**src/rtl/alsm_pkg.sv**
```systemverilog
package alsm_pkg;

  localparam int DEF_CHANNELS    = 2;
  localparam int DEF_SAMPLE_BITS = 16;

  localparam logic [15:0] THRESH_RESET = 16'd163;
  localparam logic [15:0] RMS_MAX      = 16'd32768;

  typedef enum logic [1:0] {
    FN_FRAME   = 2'd0,
    FN_SILENT  = 2'd1,
    FN_IVL_RPT = 2'd2,
    FN_TOT_RPT = 2'd3
  } func_t;

  typedef enum logic {
    OP_DIV  = 1'b0,
    OP_SQRT = 1'b1
  } unit_op_t;

  typedef struct packed {
    logic     start;
    unit_op_t op;
  } unit_req_t;

  typedef enum logic [3:0] {
    ST_IDLE,
    ST_SQ,
    ST_ADD,
    ST_CLOSE,
    ST_RLOAD,
    ST_DIVGO,
    ST_DIVW,
    ST_SQGO,
    ST_SQW,
    ST_PMGO,
    ST_PMW,
    ST_RFIN
  } state_t;

  function automatic logic [15:0] sat16(input logic [15:0] a, input logic [15:0] b);
    logic [16:0] s;
    s = {1'b0, a} + {1'b0, b};
    return s[16] ? 16'hFFFF : s[15:0];
  endfunction

  function automatic logic [31:0] sat32(input logic [31:0] a, input logic [31:0] b);
    logic [32:0] s;
    s = {1'b0, a} + {1'b0, b};
    return s[32] ? 32'hFFFF_FFFF : s[31:0];
  endfunction

  function automatic logic [47:0] sat48(input logic [47:0] a, input logic [47:0] b);
    logic [48:0] s;
    s = {1'b0, a} + {1'b0, b};
    return s[48] ? {48{1'b1}} : s[47:0];
  endfunction

  function automatic logic [63:0] sat64(input logic [63:0] a, input logic [63:0] b);
    logic [64:0] s;
    s = {1'b0, a} + {1'b0, b};
    return s[64] ? {64{1'b1}} : s[63:0];
  endfunction

endpackage

```
**src/rtl/audio_level_silence_meter_unit.sv**
```systemverilog
// Channel  | Ports                 | Direction | Handshake
// in       | in_*                  | input     | in_valid / in_stall
// out      | out_*                 | output    | out_valid / out_stall
// cfg      | cfg_silence_threshold | input     | cfg_valid / cfg_ready
//
// Audio frame: a square and an add state per channel, then a close state when it ends a
// packet (one multiplier). Silent packet: a close state. Report: with no frames it goes
// straight to finish; if every frame is silent only the permille divide runs, else the
// shared one-bit-per-cycle divide (64 steps, twice) and square root (32 steps) run.
// in_stall is high while an item is in work; a report waiting on out_stall
// holds only if an earlier report is still unread. Synchronous active-low reset.
module audio_level_silence_meter_unit
  import alsm_pkg::*;
#(
  parameter int CHANNELS    = DEF_CHANNELS,
  parameter int SAMPLE_BITS = DEF_SAMPLE_BITS
) (
  input  logic                   clk,
  input  logic                   rst_n,
  input  logic                   in_valid,
  output logic                   in_stall,
  input  logic [1:0]             in_func,
  input  logic [SAMPLE_BITS-1:0] in_left_sample,
  input  logic [SAMPLE_BITS-1:0] in_right_sample,
  input  logic                   in_last_of_packet,
  input  logic                   in_discontinuity,
  input  logic [15:0]            in_silent_frame_count,
  output logic                   out_valid,
  input  logic                   out_stall,
  output logic                   out_report_kind,
  output logic [31:0]            out_packet_count,
  output logic [47:0]            out_frame_count,
  output logic [15:0]            out_rms_level,
  output logic [15:0]            out_peak_level,
  output logic [9:0]             out_silence_permille,
  output logic [31:0]            out_discontinuity_count,
  output logic                   out_heard_sound,
  input  logic                   cfg_valid,
  output logic                   cfg_ready,
  input  logic [15:0]            cfg_silence_threshold
);

  state_t state_r, state_nxt;

  logic [15:0] thr_r;
  func_t       func_r;
  logic [SAMPLE_BITS-1:0] left_r, right_r;
  logic        last_r, disc_r;
  logic [15:0] sfc_r;
  logic        ch_r;

  logic [15:0] pkt_peak_r, pkt_frames_r;
  logic [47:0] pkt_sq_r;
  logic [47:0] sq_r;

  logic [31:0] i_pkts_r, t_pkts_r, i_disc_r, t_disc_r;
  logic [47:0] i_fr_r, t_fr_r, i_si_r, t_si_r;
  logic [63:0] i_sq_r, t_sq_r;
  logic [15:0] i_peak_r, t_peak_r;
  logic        sound_r;

  logic        w_kind_r;
  logic [31:0] w_pkts_r, w_disc_r;
  logic [47:0] w_fr_r, w_si_r;
  logic [63:0] w_sq_r, w_q_r;
  logic [15:0] w_peak_r, rms_r;
  logic [9:0]  pm_r;
  logic        w_sound_r;

  logic        out_valid_r;
  logic        out_load;

  unit_req_t   ureq;
  logic [63:0] u_opa, u_opb, u_res;
  logic        u_done;

  logic [SAMPLE_BITS-1:0]   smp, mag;
  logic [31:0]              mag32;
  logic [15:0]              mag_clip;
  logic [2*SAMPLE_BITS-1:0] prod;
  logic                     last_ch;

  logic [47:0] c_frames, c_silent, sel_fr, sel_si, diff;
  logic [49:0] samples;
  logic [57:0] pm_num;
  logic        accept;

  assign accept  = in_valid && !in_stall;
  assign last_ch = (ch_r == 1'(CHANNELS - 1));

  assign smp      = ch_r ? right_r : left_r;
  assign mag      = smp[SAMPLE_BITS-1] ? (~smp + 1'b1) : smp;
  assign mag32    = 32'(mag);
  assign mag_clip = (mag32 > 32'hFFFF) ? 16'hFFFF : mag32[15:0];
  assign prod     = mag * mag;

  always_comb begin
    if (func_r == FN_FRAME) begin
      c_frames = 48'(pkt_frames_r);
      c_silent = (pkt_peak_r > thr_r) ? 48'd0 : 48'(pkt_frames_r);
    end else begin
      c_frames = 48'(sfc_r);
      c_silent = 48'(sfc_r);
    end
  end

  assign sel_fr  = (func_r == FN_IVL_RPT) ? i_fr_r : t_fr_r;
  assign sel_si  = (func_r == FN_IVL_RPT) ? i_si_r : t_si_r;
  assign diff    = w_fr_r - w_si_r;
  assign samples = 50'(diff) * 50'(CHANNELS);
  // silent * 1000 = silent * (1024 - 32 + 8)
  assign pm_num  = {w_si_r, 10'd0} - {5'd0, w_si_r, 5'd0} + {7'd0, w_si_r, 3'd0};

  // next state
  always_comb begin
    state_nxt = state_r;
    unique case (state_r)
      ST_IDLE: begin
        if (accept) begin
          unique case (func_t'(in_func))
            FN_FRAME:   state_nxt = ST_SQ;
            FN_SILENT:  state_nxt = ST_CLOSE;
            FN_IVL_RPT,
            FN_TOT_RPT: state_nxt = ST_RLOAD;
            default:    state_nxt = ST_IDLE;
          endcase
        end
      end
      ST_SQ:    state_nxt = ST_ADD;
      ST_ADD: begin
        if (!last_ch)    state_nxt = ST_SQ;
        else if (last_r) state_nxt = ST_CLOSE;
        else             state_nxt = ST_IDLE;
      end
      ST_CLOSE: state_nxt = ST_IDLE;
      ST_RLOAD: begin
        if (w_fr_r > w_si_r)     state_nxt = ST_DIVGO;
        else if (w_fr_r != '0)   state_nxt = ST_PMGO;
        else                     state_nxt = ST_RFIN;
      end
      ST_DIVGO: state_nxt = ST_DIVW;
      ST_DIVW:  if (u_done) state_nxt = ST_SQGO;
      ST_SQGO:  state_nxt = ST_SQW;
      ST_SQW:   if (u_done) state_nxt = ST_PMGO;
      ST_PMGO:  state_nxt = ST_PMW;
      ST_PMW:   if (u_done) state_nxt = ST_RFIN;
      ST_RFIN:  if (out_load) state_nxt = ST_IDLE;
      default:  state_nxt = ST_IDLE;
    endcase
  end

  // outputs of the sequencer
  always_comb begin
    ureq.start = 1'b0;
    ureq.op    = OP_DIV;
    u_opa      = '0;
    u_opb      = '0;
    unique case (state_r)
      ST_DIVGO: begin
        ureq.start = 1'b1;
        u_opa      = w_sq_r;
        u_opb      = 64'(samples);
      end
      ST_SQGO: begin
        ureq.start = 1'b1;
        ureq.op    = OP_SQRT;
        u_opa      = w_q_r;
      end
      ST_PMGO: begin
        ureq.start = 1'b1;
        u_opa      = 64'(pm_num);
        u_opb      = 64'(w_fr_r);
      end
      default: ;
    endcase
    in_stall  = (state_r != ST_IDLE);
    cfg_ready = (state_r == ST_IDLE);
    out_load  = (state_r == ST_RFIN) && (!out_valid_r || !out_stall);
  end

  alsm_shared_unit u_unit (
    .clk    (clk),
    .rst_n  (rst_n),
    .req    (ureq),
    .opa    (u_opa),
    .opb    (u_opb),
    .result (u_res),
    .done   (u_done)
  );

  always_ff @(posedge clk) begin
    if (!rst_n) begin
      state_r      <= ST_IDLE;
      thr_r        <= THRESH_RESET;
      out_valid_r  <= 1'b0;
      pkt_peak_r   <= '0;
      pkt_frames_r <= '0;
      pkt_sq_r     <= '0;
      i_pkts_r <= '0; i_disc_r <= '0; i_fr_r <= '0; i_si_r <= '0;
      i_sq_r   <= '0; i_peak_r <= '0;
      t_pkts_r <= '0; t_disc_r <= '0; t_fr_r <= '0; t_si_r <= '0;
      t_sq_r   <= '0; t_peak_r <= '0;
      sound_r  <= 1'b0;
    end else begin
      state_r <= state_nxt;
      if (cfg_valid && cfg_ready) thr_r <= cfg_silence_threshold;
      if (out_load)                     out_valid_r <= 1'b1;
      else if (out_valid_r && !out_stall) out_valid_r <= 1'b0;

      unique case (state_r)
        ST_SQ: begin
          if (mag_clip > pkt_peak_r) pkt_peak_r <= mag_clip;
        end
        ST_ADD: begin
          pkt_sq_r <= sat48(pkt_sq_r, sq_r);
          if (last_ch) pkt_frames_r <= sat16(pkt_frames_r, 16'd1);
        end
        ST_CLOSE: begin
          i_pkts_r <= sat32(i_pkts_r, 32'd1);
          t_pkts_r <= sat32(t_pkts_r, 32'd1);
          i_fr_r   <= sat48(i_fr_r, c_frames);
          t_fr_r   <= sat48(t_fr_r, c_frames);
          i_si_r   <= sat48(i_si_r, c_silent);
          t_si_r   <= sat48(t_si_r, c_silent);
          if (disc_r) begin
            i_disc_r <= sat32(i_disc_r, 32'd1);
            t_disc_r <= sat32(t_disc_r, 32'd1);
          end
          if (func_r == FN_FRAME) begin
            i_sq_r <= sat64(i_sq_r, 64'(pkt_sq_r));
            t_sq_r <= sat64(t_sq_r, 64'(pkt_sq_r));
            if (pkt_peak_r > i_peak_r) i_peak_r <= pkt_peak_r;
            if (pkt_peak_r > t_peak_r) t_peak_r <= pkt_peak_r;
            if (pkt_peak_r > thr_r)    sound_r  <= 1'b1;
            pkt_peak_r   <= '0;
            pkt_frames_r <= '0;
            pkt_sq_r     <= '0;
          end
        end
        ST_RLOAD: begin
          if (func_r == FN_IVL_RPT) begin
            i_pkts_r <= '0; i_disc_r <= '0; i_fr_r <= '0; i_si_r <= '0;
            i_sq_r   <= '0; i_peak_r <= '0;
          end
        end
        default: ;
      endcase
    end
  end

  // payload
  always_ff @(posedge clk) begin
    if (accept) begin
      func_r  <= func_t'(in_func);
      left_r  <= in_left_sample;
      right_r <= in_right_sample;
      last_r  <= in_last_of_packet;
      disc_r  <= in_discontinuity;
      sfc_r   <= in_silent_frame_count;
      ch_r    <= 1'b0;
      // working copy of the counter set for a report
      w_kind_r  <= (func_t'(in_func) == FN_TOT_RPT);
      w_pkts_r  <= (func_t'(in_func) == FN_IVL_RPT) ? i_pkts_r : t_pkts_r;
      w_disc_r  <= (func_t'(in_func) == FN_IVL_RPT) ? i_disc_r : t_disc_r;
      w_sq_r    <= (func_t'(in_func) == FN_IVL_RPT) ? i_sq_r : t_sq_r;
      w_peak_r  <= (func_t'(in_func) == FN_IVL_RPT) ? i_peak_r : t_peak_r;
      w_fr_r    <= (func_t'(in_func) == FN_IVL_RPT) ? i_fr_r : t_fr_r;
      w_si_r    <= (func_t'(in_func) == FN_IVL_RPT) ? i_si_r : t_si_r;
      w_sound_r <= sound_r;
      rms_r     <= '0;
      pm_r      <= '0;
    end
    if (state_r == ST_SQ)                sq_r <= 48'(prod);
    if (state_r == ST_ADD && !last_ch)   ch_r <= 1'b1;
    // silent above frames reads as all silent
    if (state_r == ST_RLOAD && sel_si > sel_fr) w_si_r <= w_fr_r;
    if (state_r == ST_DIVW && u_done)    w_q_r <= u_res;
    if (state_r == ST_SQW && u_done) begin
      rms_r <= (u_res > 64'(RMS_MAX)) ? RMS_MAX : u_res[15:0];
    end
    if (state_r == ST_PMW && u_done)     pm_r <= u_res[9:0];
    if (out_load) begin
      out_report_kind         <= w_kind_r;
      out_packet_count        <= w_pkts_r;
      out_frame_count         <= w_fr_r;
      out_rms_level           <= rms_r;
      out_peak_level          <= w_peak_r;
      out_silence_permille    <= pm_r;
      out_discontinuity_count <= w_disc_r;
      out_heard_sound         <= w_sound_r;
    end
  end

  assign out_valid = out_valid_r;

endmodule

```
**src/rtl/alsm_shared_unit.sv**
```systemverilog
module alsm_shared_unit
  import alsm_pkg::*;
(
  input  logic        clk,
  input  logic        rst_n,
  input  unit_req_t   req,
  input  logic [63:0] opa,
  input  logic [63:0] opb,
  output logic [63:0] result,
  output logic        done
);

  logic        busy_r;
  logic        done_r;
  unit_op_t    op_r;
  logic [5:0]  cnt_r;
  logic [63:0] acc_r;   // quotient / radicand remainder
  logic [64:0] rem_r;   // remainder / root
  logic [63:0] one_r;
  logic [63:0] b_r;

  logic [64:0] trial;
  logic [64:0] root_try;

  assign trial    = {rem_r[63:0], acc_r[63]};
  assign root_try = {1'b0, rem_r[63:0]} + {1'b0, one_r};

  always_ff @(posedge clk) begin
    if (!rst_n) begin
      busy_r <= 1'b0;
      done_r <= 1'b0;
    end else begin
      done_r <= busy_r && (cnt_r == 6'd0);
      if (req.start) begin
        busy_r <= 1'b1;
      end else if (busy_r && (cnt_r == 6'd0)) begin
        busy_r <= 1'b0;
      end
    end
  end

  always_ff @(posedge clk) begin
    if (req.start) begin
      op_r  <= req.op;
      acc_r <= opa;
      b_r   <= opb;
      rem_r <= '0;
      one_r <= 64'h4000_0000_0000_0000;
      cnt_r <= (req.op == OP_DIV) ? 6'd63 : 6'd31;
    end else if (busy_r) begin
      cnt_r <= cnt_r - 6'd1;
      if (op_r == OP_DIV) begin
        if (trial >= {1'b0, b_r}) begin
          rem_r <= trial - {1'b0, b_r};
          acc_r <= {acc_r[62:0], 1'b1};
        end else begin
          rem_r <= trial;
          acc_r <= {acc_r[62:0], 1'b0};
        end
      end else begin
        if ({1'b0, acc_r} >= root_try) begin
          acc_r <= acc_r - root_try[63:0];
          rem_r <= {1'b0, (rem_r[63:0] >> 1) + one_r};
        end else begin
          rem_r <= {1'b0, rem_r[63:0] >> 1};
        end
        one_r <= one_r >> 2;
      end
    end
  end

  assign result = (op_r == OP_DIV) ? acc_r : rem_r[63:0];
  assign done   = done_r;

endmodule

```
**config.mk**
```make
export PLATFORM = sky130hd
export DESIGN_NAME = audio_level_silence_meter_unit
export DESIGN_NICKNAME = d
export VERILOG_FILES = /design/src/rtl/alsm_pkg.sv /design/src/rtl/audio_level_silence_meter_unit.sv /design/src/rtl/alsm_shared_unit.sv
export SDC_FILE = /design/constraint.sdc
export NUM_CORES = 2
export LEC_CHECK = 0
export BUFFER_PORTS_ARGS = -buffer_cell sky130_fd_sc_hd__buf_2
export CELL_PAD_IN_SITES_DETAIL_PLACEMENT = 0
export CELL_PAD_IN_SITES_GLOBAL_PLACEMENT = 1
export CORE_MARGIN = 1
export CORE_UTILIZATION = 50
export CTS_BUF_LIST = sky130_fd_sc_hd__clkbuf_16
export DETAILED_ROUTE_END_ITERATION = 7
export GPL_TIMING_DRIVEN = 1
export MAX_ROUTING_LAYER = met4
export PLACE_DENSITY = 0.8
export SETUP_SLACK_MARGIN = 0.5
export SLEW_MARGIN = 15
export SYNTH_ARGS = -nofsm -noshare
export SYNTH_HDL_FRONTEND = slang
export SYNTH_SLANG_ARGS = --single-unit
```
**constraint.sdc**
```tcl
create_clock -name clk -period 12.43 [get_ports clk]
set_input_delay 1.243 -clock clk [delete_from_list [all_inputs] [get_ports clk]]
set_output_delay 1.243 -clock clk [all_outputs]
set_load 0.1 [all_outputs]
```
Word level (Yosys, flattened, before mapping)
Index checks and enable logic that the tools add are counted.
{"block": "word_totals", "regBits": 1388, "in_bits": 73}
{"block": "classes", "eq_ne": 27, "mul": 1, "n_reduce_logical": 46, "addsub": 21, "order_cmp": 10, "muxes": 85, "n_bitwise": 1}
{"operator": "$mux W64", "n": 13}
{"operator": "$mux W48", "n": 13}
{"operator": "$pmux W48 S2", "n": 3}
{"operator": "$mux W16", "n": 17}
{"operator": "$mux W32", "n": 8}
{"operator": "$pmux W64 S3", "n": 1}
{"operator": "$add A32 B1 Y33 const B", "n": 4}
{"operator": "$add A64 B48 Y65", "n": 2}
{"operator": "$pmux W32 S2", "n": 2}
{"operator": "$pmux W64 S2", "n": 1}
{"operator": "$sub A64 B64 Y64", "n": 2}
{"operator": "$add A48 B16 Y49", "n": 2}
{"operator": "$add A48 B48 Y49", "n": 2}
{"operator": "$pmux W49 S2", "n": 1}
{"operator": "$gt A48 B48 Y1", "n": 2}
{"operator": "$pmux W16 S2", "n": 3}
{"operator": "$add A64 B63 Y65", "n": 1}
{"operator": "$ge A64 B65 Y1", "n": 1}
{"operator": "$ge A65 B64 Y1", "n": 1}
{"operator": "$add A63 B63 Y64", "n": 1}
{"operator": "$gt A16 B16 Y1", "n": 4}
{"operator": "$gt A64 B16 Y1 const B", "n": 1}
{"operator": "$add A58 B51 Y58", "n": 1}
{"operator": "$sub A58 B53 Y58", "n": 1}
{"operator": "39 further kinds", "n": 104}

Depth between registers and ports, before layout
{"block": "logic_depth", "word_depth": 9, "mapped_depth": 36, "depth_no_buf": 33}

Cells and area by module
From an unflattened synthesis, not the netlist that was laid out.
{"block": "unflattened", "cells_unflattened": 10935, "hier_area_um2": 98338.1}
{"module": "audio_level_silence_meter_unit", "seq_area_each_um2": 28817.6, "area_per_inst_um2": 75155.8, "instances": 1, "cells_each": 7986}
{"module": "alsm_shared_unit", "seq_area_each_um2": 6015.8, "area_per_inst_um2": 23182.2, "instances": 1, "cells_each": 2949}

Worst setup path before layout
Ideal clock, no wire load.
{"block": "synth_path", "path_kind": "input-to-reg", "startpoint": "input port out_stall", "endpoint": "register out_discontinuity_count[0] (enable)", "path_buffers": 0, "required_ns": 11.708, "arrival_ns": 8.573, "setup_ns": 0.722, "setup_slack_ns": 3.135, "path_stages": 1, "cell_sequence": "a21oi_1"}
{"block": "synth_via", "elab_chain_cells": 3}
{"element": "start: declaration", "line": "audio_level_silence_meter_unit.sv:29", "source": "input logic out_stall,"}
{"element": "$logic_not A1 Y1", "line": "audio_level_silence_meter_unit.sv:178", "source": "out_load = (state_r == ST_RFIN) && (!out_valid_r || !out_stall);"}
{"element": "$logic_or A1 B1 Y1", "line": "audio_level_silence_meter_unit.sv:178"}
{"element": "$logic_and A1 B1 Y1", "line": "audio_level_silence_meter_unit.sv:178"}
{"element": "end signal: assignment", "line": "audio_level_silence_meter_unit.sv:289", "source": "out_discontinuity_count <= w_disc_r;"}
{"element": "end: declaration", "line": "audio_level_silence_meter_unit.sv:36", "source": "output logic [31:0] out_discontinuity_count,"}
Every way passes these cells.
A chain may end at the register's enable or synchronous reset.

Final worst setup path
{"block": "layout_path", "startpoint": "register ch_r", "endpoint": "register sq_r[31] (data pin)"}
{"block": "layout_via", "elab_chain_cells": 5}
{"element": "start: declaration", "line": "audio_level_silence_meter_unit.sv:50", "source": "logic ch_r;"}
{"element": "start signal: assignment", "line": "audio_level_silence_meter_unit.sv:260", "source": "ch_r <= 1'b0;"}
{"element": "start signal: assignment", "line": "audio_level_silence_meter_unit.sv:274", "source": "if (state_r == ST_ADD && !last_ch) ch_r <= 1'b1;"}
{"element": "$mux W16 *", "line": "audio_level_silence_meter_unit.sv:91", "source": "assign smp = ch_r ? right_r : left_r;"}
{"element": "$not A16 Y16", "line": "audio_level_silence_meter_unit.sv:92", "source": "assign mag = smp[SAMPLE_BITS-1] ? (~smp + 1'b1) : smp;"}
{"element": "$add A16 B1 Y16", "line": "audio_level_silence_meter_unit.sv:92"}
{"element": "$mux W16 *", "line": "audio_level_silence_meter_unit.sv:92"}
{"element": "$mul A16 B16 Y32 *", "line": "audio_level_silence_meter_unit.sv:95", "source": "assign prod = mag * mag;"}
{"element": "named net prod[31]", "line": "audio_level_silence_meter_unit.sv:80", "source": "logic [2*SAMPLE_BITS-1:0] prod;"}
{"element": "end signal: assignment", "line": "audio_level_silence_meter_unit.sv:273", "source": "if (state_r == ST_SQ) sq_r <= 48'(prod);"}
{"element": "end: declaration", "line": "audio_level_silence_meter_unit.sv:54", "source": "logic [47:0] sq_r;"}
The timed path passes the listed nets; every way through them passes the cells marked *.

==> results.json <==
{
  "final_nets": 11525,
  "yosysTopAreaCell": "edfxtp_1",
  "synth_cell_types": 90,
  "post_cts_buffers": 0,
  "cts-root-buf": "clkbuf_16",
  "track_usage": 0.336,
  "ant_nets": 0,
  "slowest_delay_ns": 0.84,
  "grt_overflow_total": 0,
  "setup_tns_ns": 0,
  "synthCells": 10535,
  "synth_edf_count": 691,
  "routedWlPerCell_um": 24.5,
  "synthAdderAreaFrac": 0.136,
  "cts_buffer_depth": 3,
  "fmax_mhz": 104,
  "fill_cells": 16984,
  "globalplace.congestion": 1.04,
  "crit_required_ns": 13.00,
  "die_h_um": 439,
  "synth_top_area_frac": 0.218,
  "numCtsBuffers": 158,
  "cp.arrival_ns": 10.17,
  "synth_mux_area_frac": 0.0524,
  "htree_levels": 4,
  "portBuffers": 231,
  "antenna_found_initial": 6,
  "cts_sinks": 1372,
  "syn_area_per_cell_um2": 9.05,
  "layout-drive-gt1-share": 0.0996,
  "clock_skew_ns": 0.0659,
  "grt_pass1_vias": 77049,
  "synth_top_family_by_area": "compound AO/OA/AOI/OAI gates",
  "fin_crit_ns": 9.61,
  "hold_buffers": 0,
  "initial_core_util": 0.506,
  "crit_fanout": 33,
  "synth-seq-cells": 1372,
  "min_period_over_period": 0.773,
  "worst_path_max_delay_cell": "dfxtp_2",
  "ys_async_sr_fraction": 0,
  "hold_violations": 0,
  "grt_max_degree": 146,
  "die-area_mm2": 0.193,
  "whs_ns": 0.410,
  "io_pins": 232,
  "ctsResizeCount": 0,
  "critical_path_class": "flip-flop to flip-flop",
  "worst_pin_slew_ns": 1.27,
  "die_width_um": 439,
  "grt_first_pass_wirelength_mm": 481,
  "violations": "DRC",
  "clock_latency_ns": 0.88,
  "synth_simple_gate_area_share": 0.141,
  "maxCapViolCount": 0,
  "synth-main-ff-cell": "edfxtp_1",
  "syn_area_mm2": 0.0954,
  "r2r_slack_ns": 2.82,
  "routed-via-count": 81373,
  "dp_hpwl_mm": 242,
  "synth_compound_area_frac": 0.204,
  "synthToLayoutAreaGrowth_pct": 9.59,
  "post-synth-top-count-cell": "a21oi_1",
  "crit_path_start_kind": "flip-flop",
  "drtIter0Drc": 7505,
  "final-max-slew-violation-count": 0,
  "setup_viol": 0,
  "crit_path_frequent_cell": "fa_1",
  "std_cell_rows": 159,
  "rsz0062_at_grt": "false",
  "coreArea_mm2": 0.189,
  "drc": 5,
  "drt-total-wl_mm": 323,
  "worstSetupEndpointType": "flip-flop",
  "dr.pass1.iters": 8,
  "clkTransAtPathRegs_ns": 0.06,
  "max-slew-margin-rel": 0.148,
  "hold_class": "flip-flop to flip-flop",
  "vias_per_cell": 6.17,
  "synth_xor_xnor_area_share": 0.0577,
  "synth_common_cells": "958 x a21oi_1, 833 x nand2_1, 802 x o21ai_0, 694 x ha_1, 691 x edfxtp_1",
  "final_util": 0.554,
  "yosysSeqAreaShare": 0.360,
  "ys_top_cells_by_area": "edfxtp_1 22%, dfxtp_1 14%, ha_1 9.1%, a21oi_1 5.0%, fa_1 4.5%",
  "status": "finished with violations",
  "tritoncts": "built",
  "yosysWarnings": 0
}
per-stage QoR:
step | setup slack (ns) | cells | instance area [um^2]
2_1_floorplan | 3.14 | 10544 | 95400
3_3_place_gp | 2.89 | 12878 | 99000
3_5_place_dp | 2.88 | 12878 | 99000
4_1_cts | 2.86 | 13173 | 105000
5_1_grt | 2.39 | 13178 | 105000
6_report | 2.82 | 13180 | 105000
worst paths after layout:
check	endpoint	start	cells past startpoint
min reg2reg	out_rms_level[0]	rms_r[0]	0
max	sq_r[31]	ch_r	35
min	out_rms_level[0]	rms_r[0]	0
max reg2reg	sq_r[31]	ch_r	35
logic make-up (layout without fill, tap and decap cells):
group / Yosys count / count (layout)
AO/OA/AOI/OAI: 3129 / 3129
XOR/XNOR: 628 / 628
adder cells (fa/ha/maj): 909 / 909
buffers and inverters: 1218 / 1352
flip-flops: 1372 / 1372
multiplexers: 458 / 458
other: 2 / 18
AND/OR/NAND/NOR: 2819 / 2819
registers in the layout, indices dropped and copies added (netlist names), 49 cells and up:
| name | flops |
|---|---|
| i_sq_r | 64 |
| u_unit.rem_r | 64 |
| w_q_r | 64 |
| u_unit.b_r | 49 |
| u_unit.acc_r | 64 |
| t_sq_r | 64 |
| w_sq_r | 64 |
routing by layer:
metal,share of wire,track usage
met5,0,-
met4,0.049,0.144
met3,0.064,0.0446
met2,0.45,0.521
met1,0.43,0.440
area by class of cell:
cell class | count | area (um^2) | share of cell area
Antenna cell | 7 | 17.5 | 0.000168
Clock buffer | 160 | 4000 | 0.0383
Clock inverter | 135 | 1530 | 0.0147
Inverter | 681 | 2570 | 0.0246
Multi-Input combinational cell | 7954 | 56600 | 0.542
Sequential cell | 1372 | 34400 | 0.329
Tap cell | 2495 | 3120 | 0.0299
Timing Repair Buffer | 376 | 2280 | 0.0219
worst max-delay path: cells and delay by family (launching register included):
kind / cells / cell delay (ns)
and+or+nand+nor: 8 / 1.78
xor gates and xnor gates: 2 / 0.19
DFF: 1 / 0.84
AOI/OAI and AO/OA: 9 / 1.72
muxes: 1 / 0.28
buffers and inverters: 8 / 1.09
adders and majority gates: 7 / 3.39
layout by cell type (no fill, tap or decap), types with 160 or more instances in the layout:
cell type,netlist,routed
a21o_1,330,330
a21oi_1,958,956
a31oi_1,194,194
buf_2,7,230
clkbuf_16,0,160
dfxtp_1,681,680
edfxtp_1,691,691
fa_1,215,215
ha_1,694,694
inv_1,671,698
mux2_2,327,327
nand2_1,833,828
nand3_1,271,270
nand4_1,165,165
nor2_1,686,676
nor2b_1,180,179
nor3_1,205,199
o21ai_0,802,801
xnor2_1,343,343
xor2_1,285,285
Power is not shown: default switching activity piles up to over one toggle a cycle in this logic, so the estimate is an artifact.
